===== src/sv/mcbp_pkg.sv =====
// shared types, codes and constants of the multi-channel byte pipe
package mcbp_pkg;

   // default geometry
   localparam int DEF_CHANNELS  = 8;
   localparam int DEF_BUF_DEPTH = 256;

   // capacity register width, set by the requested_size field
   localparam int CAP_W = 9;
   localparam logic [CAP_W-1:0] SIZE_LOW_MASK = 9'h00F;

   // function codes
   localparam logic [2:0] FN_OPEN    = 3'd0;
   localparam logic [2:0] FN_RELEASE = 3'd1;
   localparam logic [2:0] FN_WRITE   = 3'd2;
   localparam logic [2:0] FN_READ    = 3'd3;
   localparam logic [2:0] FN_QUERY   = 3'd4;

   // status codes
   localparam logic [2:0] STAT_OK       = 3'd0;
   localparam logic [2:0] STAT_EMPTY    = 3'd1;
   localparam logic [2:0] STAT_FULL     = 3'd2;
   localparam logic [2:0] STAT_BAD_SIZE = 3'd3;
   localparam logic [2:0] STAT_NO_FREE  = 3'd4;
   localparam logic [2:0] STAT_NOT_OPEN = 3'd5;

   // sequencer states
   typedef enum logic [2:0] {
      S_IDLE,
      S_SCAN,
      S_EXEC,
      S_MEMRD,
      S_DONE
   } fsm_state_type;

   // channel table update operations
   typedef enum logic [2:0] {
      TBL_NOP,
      TBL_OPEN,
      TBL_RELEASE,
      TBL_ADV_WR,
      TBL_ADV_RD
   } tbl_op_type;

   typedef struct packed {
      tbl_op_type       op;
      logic [CAP_W-1:0] cap;
   } tbl_cmd_type;

   // state of the selected channel as seen by the sequencer
   typedef struct packed {
      logic             open;
      logic             full;
      logic             empty;
      logic [CAP_W-1:0] ready;
   } tbl_view_type;

   // request transaction
   typedef struct packed {
      logic [2:0] func;
      logic [2:0] channel;
      logic [7:0] data_in;
      logic [8:0] requested_size;
      logic       last_of_transfer;
   } req_type;

   // response transaction
   typedef struct packed {
      logic [7:0] data_out;
      logic [2:0] status;
      logic [2:0] channel_out;
      logic [7:0] fill_level;
      logic       end_of_transfer;
   } rsp_type;

endpackage


===== src/sv/mcbp_chan_table.sv =====
// per-channel pointers, capacity and open count with one shared fill unit
module mcbp_chan_table import mcbp_pkg::*; #(
   parameter int CHANNELS  = DEF_CHANNELS,
   parameter int BUF_DEPTH = DEF_BUF_DEPTH
) (
   input  logic                                           clock,
   input  logic                                           reset,
   input  logic [((CHANNELS > 1) ? $clog2(CHANNELS) : 1)-1:0] idx,
   input  logic                                           idx_ok,
   input  tbl_cmd_type                                    cmd,
   output tbl_view_type                                   view,
   output logic [$clog2(BUF_DEPTH)-1:0]                   rd_ptr,
   output logic [$clog2(BUF_DEPTH)-1:0]                   wr_ptr
);

   localparam int CH_W  = (CHANNELS > 1) ? $clog2(CHANNELS) : 1;
   localparam int PTR_W = $clog2(BUF_DEPTH);
   localparam int CNT_W = ((PTR_W > CAP_W) ? PTR_W : CAP_W) + 1;

   logic [PTR_W-1:0] rd_ptr_ff [CHANNELS];
   logic [PTR_W-1:0] rd_ptr_in [CHANNELS];
   logic [PTR_W-1:0] wr_ptr_ff [CHANNELS];
   logic [PTR_W-1:0] wr_ptr_in [CHANNELS];
   logic [CAP_W-1:0] cap_ff    [CHANNELS];
   logic [CAP_W-1:0] cap_in    [CHANNELS];
   logic [7:0]       cnt_ff    [CHANNELS];
   logic [7:0]       cnt_in    [CHANNELS];

   logic [CH_W-1:0]  sidx;
   logic [CNT_W-1:0] r_ext;
   logic [CNT_W-1:0] w_ext;
   logic [CNT_W-1:0] c_ext;
   logic [CNT_W-1:0] ready_ext;
   logic [CNT_W-1:0] r_inc;
   logic [CNT_W-1:0] w_inc;
   logic [PTR_W-1:0] r_next;
   logic [PTR_W-1:0] w_next;
   logic             is_open;

   // keep the selected entry inside the table
   assign sidx = (32'(idx) < CHANNELS) ? idx : '0;

   assign r_ext = CNT_W'(rd_ptr_ff[sidx]);
   assign w_ext = CNT_W'(wr_ptr_ff[sidx]);
   assign c_ext = CNT_W'(cap_ff[sidx]);

   // shared fill unit: bytes ready in the selected ring
   assign ready_ext = (w_ext >= r_ext) ? (w_ext - r_ext) : (c_ext - r_ext + w_ext);

   // pointer advance with wrap at capacity
   assign r_inc  = r_ext + CNT_W'(1);
   assign w_inc  = w_ext + CNT_W'(1);
   assign r_next = (r_inc >= c_ext) ? '0 : PTR_W'(r_inc);
   assign w_next = (w_inc >= c_ext) ? '0 : PTR_W'(w_inc);

   assign is_open = idx_ok && (cnt_ff[sidx] != 8'd0);

   assign view.open  = is_open;
   assign view.ready = CAP_W'(ready_ext);
   assign view.empty = (ready_ext == '0);
   assign view.full  = (ready_ext >= (c_ext - CNT_W'(1)));
   assign rd_ptr     = rd_ptr_ff[sidx];
   assign wr_ptr     = wr_ptr_ff[sidx];

   // next value of each entry
   always_comb begin
      for (int i = 0; i < CHANNELS; i++) begin
         rd_ptr_in[i] = rd_ptr_ff[i];
         wr_ptr_in[i] = wr_ptr_ff[i];
         cap_in[i]    = cap_ff[i];
         cnt_in[i]    = cnt_ff[i];
         if (CH_W'(i) == sidx) begin
            case (cmd.op)
               TBL_OPEN: begin
                  rd_ptr_in[i] = '0;
                  wr_ptr_in[i] = '0;
                  cap_in[i]    = cmd.cap;
                  cnt_in[i]    = 8'd1;
               end
               TBL_RELEASE: begin
                  cnt_in[i] = cnt_ff[i] - 8'd1;
                  if (cnt_ff[i] == 8'd1) begin
                     rd_ptr_in[i] = '0;
                     wr_ptr_in[i] = '0;
                     cap_in[i]    = '0;
                  end
               end
               TBL_ADV_WR: wr_ptr_in[i] = w_next;
               TBL_ADV_RD: rd_ptr_in[i] = r_next;
               default: ;
            endcase
         end
      end
   end

   // table registers
   always_ff @(posedge clock) begin
      if (reset) begin
         for (int i = 0; i < CHANNELS; i++) begin
            rd_ptr_ff[i] <= '0;
            wr_ptr_ff[i] <= '0;
            cap_ff[i]    <= '0;
            cnt_ff[i]    <= '0;
         end
      end else begin
         for (int i = 0; i < CHANNELS; i++) begin
            rd_ptr_ff[i] <= rd_ptr_in[i];
            wr_ptr_ff[i] <= wr_ptr_in[i];
            cap_ff[i]    <= cap_in[i];
            cnt_ff[i]    <= cnt_in[i];
         end
      end
   end

endmodule


===== config.mk =====
export PLATFORM = sky130hd
export DESIGN_NAME = mcbp_chan_table
export DESIGN_NICKNAME = d
export VERILOG_FILES = /design/src/sv/mcbp_pkg.sv /design/src/sv/mcbp_chan_table.sv
export SDC_FILE = /design/constraint.sdc
export NUM_CORES = 1
export LEC_CHECK = 0
export BUFFER_PORTS_ARGS = -buffer_cell sky130_fd_sc_hd__buf_2
export CAP_MARGIN = 5
export CELL_PAD_IN_SITES_DETAIL_PLACEMENT = 1
export CELL_PAD_IN_SITES_GLOBAL_PLACEMENT = 1
export CORE_MARGIN = 5
export CORE_UTILIZATION = 30
export DETAILED_ROUTE_END_ITERATION = 10
export MAX_ROUTING_LAYER = met4
export PLACE_DENSITY_LB_ADDON = 0.15
export SKIP_CTS_REPAIR_TIMING = 1
export SLEW_MARGIN = 0
export SYNTH_ARGS = -nofsm -noshare
export SYNTH_HDL_FRONTEND = slang
export SYNTH_SLANG_ARGS = --single-unit

===== constraint.sdc =====
create_clock -name clock -period 5.15 [get_ports clock]
set_input_delay 0.515 -clock clock [delete_from_list [all_inputs] [get_ports clock]]
set_output_delay 0.515 -clock clock [all_outputs]
set_load 0.005 [all_outputs]

==> reports/metrics.yaml, run 1 <==
finish:
  num-nets-final: 1521
  drive_gt1_share_pct: 24.55
  n_antenna_cell: 0
  final_cells: 2069
  fin_util_pct: 37.18
  areaGrowthSynthToFinish_pct: 22.91
power:
  seqPwrFrac_pct: 35.8
  p_sw_share_pct: 29.30
  p_per_area_nw_per_um2: 381.5
  ir_drop_uv: 262.5
  power_switching_uw: 1976
  power_frac_comb_pct: 28.6
  p_leak_uw: 0.006778
  cellInternalPower_uw: 4768
  clkPwrFrac_pct: 35.6
worst_hold_path:
  hp-class: "in2reg"
  min_from: "cmd[0]"
grt:
  grt_max_degree: 56
  grt_pass1_vias: 11020
  grt-ovfl-total: 0
  antenna_found_initial: 0
  grt_pass1_wl_um: 65540
  grt_usage_pct: 16.29
synth:
  synth_edf_count: 200
  syn_nets: 1337
  synth_seq_cells: 264
  synth-main-ff-cell: "edfxtp_1"
  yosysWarnings: 0
  syn-cell-area_sq_um: 14380
  avgSynthCellArea_sq_um: 11.55
  syn_inst: 1245
  ys_types: 72
  async_flop_share_pct: 0
  ys_seq_area_share_pct: 50.67
clocking:
  cts.sinks: 264
  cts_made_buffers: 31
  clk_latency_ps: 610
  cts_max_level: 1
  cts_buffer_depth: 3
  cts_tree: "built"
  cts.reportedPaths.clkPinSlew_ps: 60
  root_buffer: "clkbuf_16"
drt:
  drtAntennaViolNets: 0
  firstDrtPassIters: 5
  drt_iter0_markers: 517
  routed_wl_um: 42660
  wl_per_cell_um: 20.62
  vias_per_cell: 5.004
  drc: 0
  vias: 10350
sta:
  finalSetupTns_ps: 0
  worst_clock_skew_ps: 41.43
  setup_viol: 0
  slew_headroom_pct: 33.60
  finalCriticalPeriod_ps: 5107
  max_freq_mhz: 195.8
  worst_pin_slew_ps: 988.9
  rsz0062_at_grt: "true"
  fin_crit_sh_pct: 99.16
  hold_viol: 0
  maxSlewViolCount: 0
  postLayoutSetupSlackWorst_ps: 43.21
die:
  dieArea_sq_um: 52420
  start_util_pct: 30.25
  die_h_um: 229.0
  fp.coreArea_sq_um: 47550
  io_pins: 46
  die_w_um: 229.0
  rows: 80
status:
  status: "completed"
critical_path:
  slowest_delay_ps: 600
  endpoint_kind: "output pin"
  critical_path_class: "in2out"
  critPathSlowestCell: "mux4_1"
  cp_data_required_time_ps: 4640
  critPathArrivalTime_ps: 4590
  crit_start: "idx[0]"
  cp_cell_sequence: "buf_4 -> buf_12 -> buf_4 -> mux4_1 -> nand2_1 -> nand2_2 -> fa_1 -> ha_4 -> o211ai_1 -> buf_4 -> o211ai_1 -> a21oi_1 -> xor2_1 -> mux2i_1 -> ha_1 -> and3_4 -> a211o_1 -> buf_2"
  cpMostUsedCell: "buf_4"
  critPathLaunchType: "input port"
  cp_max_fo: 15
  r2r_start: "rd_ptr_ff[4][2]$_SDFFCE_PN0P_"
place:
  post-place-ws_ps: -175.2
  io_buffer_count: 45
  dp_hpwl_um: 31420
  place.gp.congestion: 0.7765
  place_inst: 1990
job:
  cap_violations: 0
[layout make-up]
cell class	instances	area, sq um
clock buffer	35	790.8
tap	615	769.5
multi-input combinational	885	6859
timing repair buffer	191	1441
sequential	264	7287
fill	5175	29870
inverter	56	210.2
clock inverter	23	320.3
[final timing paths]
path,endpoint,slack [ps],depth (start not counted)
hold / removal,cap_ff[6][0]$_DFFE_PP_,230,2
setup reg to reg,rd_ptr_ff[6][0]$_DFFE_PP_,1180,13
setup / recovery,view[10],40,18
hold reg to reg,cnt_ff[5][7]$_SDFFE_PP0P_,490,2
[layout by cell type (no fill, tap or decap), types with 9 or more instances in the layout]
master / instances
clkinv_2: 9
and3_1: 10
a21oi_1: 36
or4_1: 9
and2_1: 10
mux4_1: 16
a21o_1: 21
nand3_1: 33
inv_1: 50
nor2_1: 231
buf_2: 43
o21ai_0: 16
nand2_1: 76
nand2b_1: 22
nor4_1: 16
ha_1: 58
nor3_1: 69
xnor2_1: 27
dfxtp_1: 64
xor2_1: 40
clkbuf_16: 31
buf_4: 136
edfxtp_1: 200
mux4_2: 34
[through the flow]
stage / total power (uW) / hold WS (ps) / area, sq um
final: 6744 / 230.5 / 17680
after detailed placement: 4179 / 487.6 / 16170
after CTS: 6607 / 187.3 / 17280
after global routing: 7092 / 227.4 / 17680
after floorplan: 3401 / 453.6 / 14380
after global placement: 4156 / 463.3 / 16170
[sequential cells by signal, indices dropped and copies added, names as in the netlist]
name and count:
wr_ptr_ff 64, cap_ff 72, rd_ptr_ff 64, cnt_ff 64
[logic make-up after synthesis]
group / share of synthesized area (%)
xor+xnor: 4.759
mux: 10.91
fa+ha+maj: 6.907
buf+inv: 3.184
flops: 50.67
compound gates: 5.777
simple gates: 17.80
[layer usage]
| metal | global-route usage, % | part of all wire (%) | up-vias |
|---|---|---|---|
| met2 | 27.27 | 49 | 117 |
| met1 | 21.53 | 47 | 5263 |
| met3 | 2.000 | 2.8 | 43 |
| met4 | 3.251 | 1.4 | 0 |
| li1 | - | - | 4931 |
| met5 | - | 0 | - |
[power groups by stage]
stage,clock network [uW],logic [uW],registers [uW]
final,2400,1930,2410
after detailed placement,0,1720,2460
after global placement,0,1700,2460
after CTS,2460,1730,2410
after global routing,2550,2120,2420
after floorplan,0,959,2440
[worst max-delay path, delay by kind of cell]
| family | cells | cell delay, ps |
|---|---|---|
| simple gates | 3 | 410 |
| xor+xnor | 1 | 190 |
| buf+inv | 5 | 750 |
| fa+ha+maj | 3 | 1140 |
| compound gates | 4 | 750 |
| mux | 2 | 800 |
[cells in the mapped netlist, types with 4 or more instances]
cell | instances | area, sq um
nor4_2 | 4 | 50.05
nand4b_1 | 4 | 35.03
xor2_1 | 40 | 350.3
nand3b_1 | 5 | 37.54
fa_1 | 9 | 180.2
nor4_1 | 16 | 100.1
a21oi_1 | 40 | 200.2
clkbuf_1 | 19 | 71.32
and3_1 | 12 | 75.07
nand2_1 | 79 | 296.5
nand2b_1 | 22 | 137.6
a211oi_1 | 10 | 75.07
or3_1 | 7 | 43.79
o211ai_1 | 5 | 37.54
xnor2_1 | 27 | 236.5
nand4_1 | 5 | 31.28
mux4_2 | 22 | 495.5
nand3_1 | 34 | 170.2
o21ai_0 | 20 | 100.1
and2_1 | 11 | 68.82
mux2_2 | 8 | 90.09
or4_1 | 9 | 67.56
dfxtp_1 | 64 | 1281
mux4_1 | 28 | 735.7
a311oi_1 | 5 | 43.79
nor2b_1 | 4 | 25.02
mux2i_4 | 4 | 90.09
nor3_1 | 69 | 345.3
buf_6 | 4 | 45.04
a21o_1 | 21 | 157.7
nor2_1 | 231 | 867.1
inv_1 | 56 | 210.2
xnor2_2 | 6 | 97.59
o21a_1 | 5 | 37.54
mux2i_1 | 13 | 130.1
ha_1 | 65 | 813.3
edfxtp_1 | 200 | 6006
buf_2 | 9 | 45.04
Note: power is estimated with default switching activity, not from simulation.
==> run 2: changes to the inputs <==
- RECOVER_POWER: default -> 100
==> run 2 against run 1 <==
Net effect:
- clock skew is 0.76 ps lower
- die area stayed put
- register-to-register slack got worse by 740 ps
- power down 0.20%
- combinational power about the same
- first-iteration DRC count rose by 5.8%
- global-route usage did not move
- worst setup slack improved by 0.77 ps
==> reports/metrics.yaml, run 2 (same netlist as run 1, synthesis figures left out) <==
die:
  die_h_um: 229.0
  die_w_um: 229.0
  start_util_pct: 30.25
  rows: 80
  io_pins: 46
  dieArea_sq_um: 52420
  fp.coreArea_sq_um: 47550
grt:
  grt_max_degree: 56
  grt_pass1_wl_um: 65540
  antenna_found_initial: 0
  grt_pass1_vias: 11020
  grt-ovfl-total: 0
  grt_usage_pct: 16.29
sta:
  rsz0062_at_grt: "true"
  worst_clock_skew_ps: 40.67
  finalCriticalPeriod_ps: 5106
  maxSlewViolCount: 0
  setup_viol: 0
  hold_viol: 0
  fin_crit_sh_pct: 99.15
  max_freq_mhz: 195.8
  worst_pin_slew_ps: 1381
  slew_headroom_pct: 6.978
power:
  power_switching_uw: 1970
  seqPwrFrac_pct: 35.9
  ir_drop_uv: 262.9
  power_frac_comb_pct: 28.4
  p_sw_share_pct: 29.27
  p_per_area_nw_per_um2: 383.6
  clkPwrFrac_pct: 35.7
  power.total_uw: 6730
  p_leak_uw: 0.006689
  cellInternalPower_uw: 4761
critical_path:
  cp_cell_sequence: "mux4_2 -> mux2_4 -> fa_1 -> ha_1 -> a211oi_2 -> buf_4 -> o211ai_1 -> a21oi_1 -> xor2_1 -> mux2i_1 -> ha_1 -> and3_4 -> a211o_1 -> buf_2"
  cp_data_required_time_ps: 4640
  critPathArrivalTime_ps: 4590
  endpoint_kind: "output pin"
  cpMostUsedCell: "ha_1"
  critPathLaunchType: "flop"
  critPathSlowestCell: "fa_1"
  slowest_delay_ps: 500
  cp_max_fo: 3
  reg2reg_slack_ps: 440
  critical_path_class: "reg2out"
  r2r_cells: 14
finish:
  largest-register: "cap_ff"
  final_cells: 2069
  n_antenna_cell: 0
  most-common-layout-cells: "233 x nor2_1, 200 x edfxtp_1, 121 x buf_4"
  areaGrowthSynthToFinish_pct: 21.99
  multi_input_area_sq_um: 6798
  regArea_sq_um: 7287
  drive_gt1_share_pct: 22.63
  layout.cells.most_common: "nor2_1"
  largest_register_ffs: 72
  num-nets-final: 1521
  n_fill_cell: 5188
worst_hold_path:
  hp-class: "in2reg"
  min_path_cells: 2
clocking:
  cts.sinks: 264
  cts_tree: "built"
  cts_max_level: 1
  cts.reportedPaths.clkPinSlew_ps: 60
  cts_buffer_depth: 3
  root_buffer: "clkbuf_16"
  cts_made_buffers: 31
  clk_latency_ps: 610
place:
  place.gp.congestion: 0.7765
  place_inst: 1990
  io_buffer_count: 45
  dp_hpwl_um: 31420
drt:
  drc: 0
  vias: 10320
  vias_per_cell: 4.986
  drtAntennaViolNets: 0
  drt_iter0_markers: 547
  firstDrtPassIters: 4
  routed_wl_um: 42640
  wl_per_cell_um: 20.61
status:
  status: "completed"
job:
  cap_violations: 0
[run 2: cell count changes in the layout (fill, tap and decap cells not counted), moves of 2 or more]
| cell | previous run | this run |
|---|---|---|
| and2_1 | 10 | 1 |
| buf_2 | 43 | 40 |
| nor4_1 | 16 | 21 |
| nor2_1 | 231 | 233 |
| and2_0 | 0 | 9 |
| nor2_2 | 2 | 0 |
| clkbuf_1 | 4 | 21 |
| nor4_2 | 4 | 0 |
| buf_4 | 136 | 121 |
[run 2: final timing paths]
| kind | startpoint | endpoint |
|---|---|---|
| worst min register to register | cnt_ff[5][7]$_SDFFE_PP0P_ | cnt_ff[5][7]$_SDFFE_PP0P_ |
| worst min-delay path | cmd[0] | cap_ff[7][0]$_DFFE_PP_ |
| worst max-delay path | cap_ff[3][1]$_SDFFCE_PN0P_ | view[10] |
| worst max register to register | rd_ptr_ff[4][2]$_SDFFCE_PN0P_ | rd_ptr_ff[6][3]$_DFFE_PP_ |
[run 2: power by group through the flow]
stage	Clock [uW]	Sequential, uW	Combinational, uW
after detailed placement	0	2460	1720
after floorplan	0	2440	959
after global placement	0	2460	1700
final	2400	2410	1910
after global routing	2550	2420	2110
after CTS	2460	2410	1730
[run 2: cell type report]
type / instances / share of cell area (%)
multi-input cells: 885 / 38.74
clock buffers: 35 / 4.507
clock inverters: 23 / 1.826
inverters: 56 / 1.198
repair buffers: 191 / 7.809
well taps: 615 / 4.386
flip-flops and latches: 264 / 41.53
[run 2: through the flow]
stage | util (%) | TNS (ps) | setup slack [ps] | area, sq um | hold WS [ps]
after floorplan | - | 0 | 66.43 | 14380 | 453.6
after global routing | 36.90 | -223.8 | -114.1 | 17550 | 240.3
after global placement | 34.02 | -114.0 | -114.0 | 16170 | 463.3
final | 36.90 | 0 | 43.98 | 17550 | 244.5
after CTS | 36.35 | -238.9 | -238.9 | 17280 | 187.3
after detailed placement | 34.02 | -175.2 | -175.2 | 16170 | 487.6
[run 2: worst max-delay path: cells and delay by family (launching register included)]
family / cells / cell delay [ps]
fa+ha+maj: 3 / 1110
mux: 3 / 920
compound gates: 4 / 870
flops: 1 / 380
buf+inv: 2 / 290
xor+xnor: 1 / 210
simple gates: 1 / 180
[run 2: layer usage]
layer	part of all wire, %	track usage (%)	wire length, um	up-vias
li1	-	-	-	4925
met1	47	21.53	20010	5230
met2	49	27.27	20720	117
met3	3.1	2.000	1331	43
met4	1.4	3.251	586	0
met5	0	-	0	-
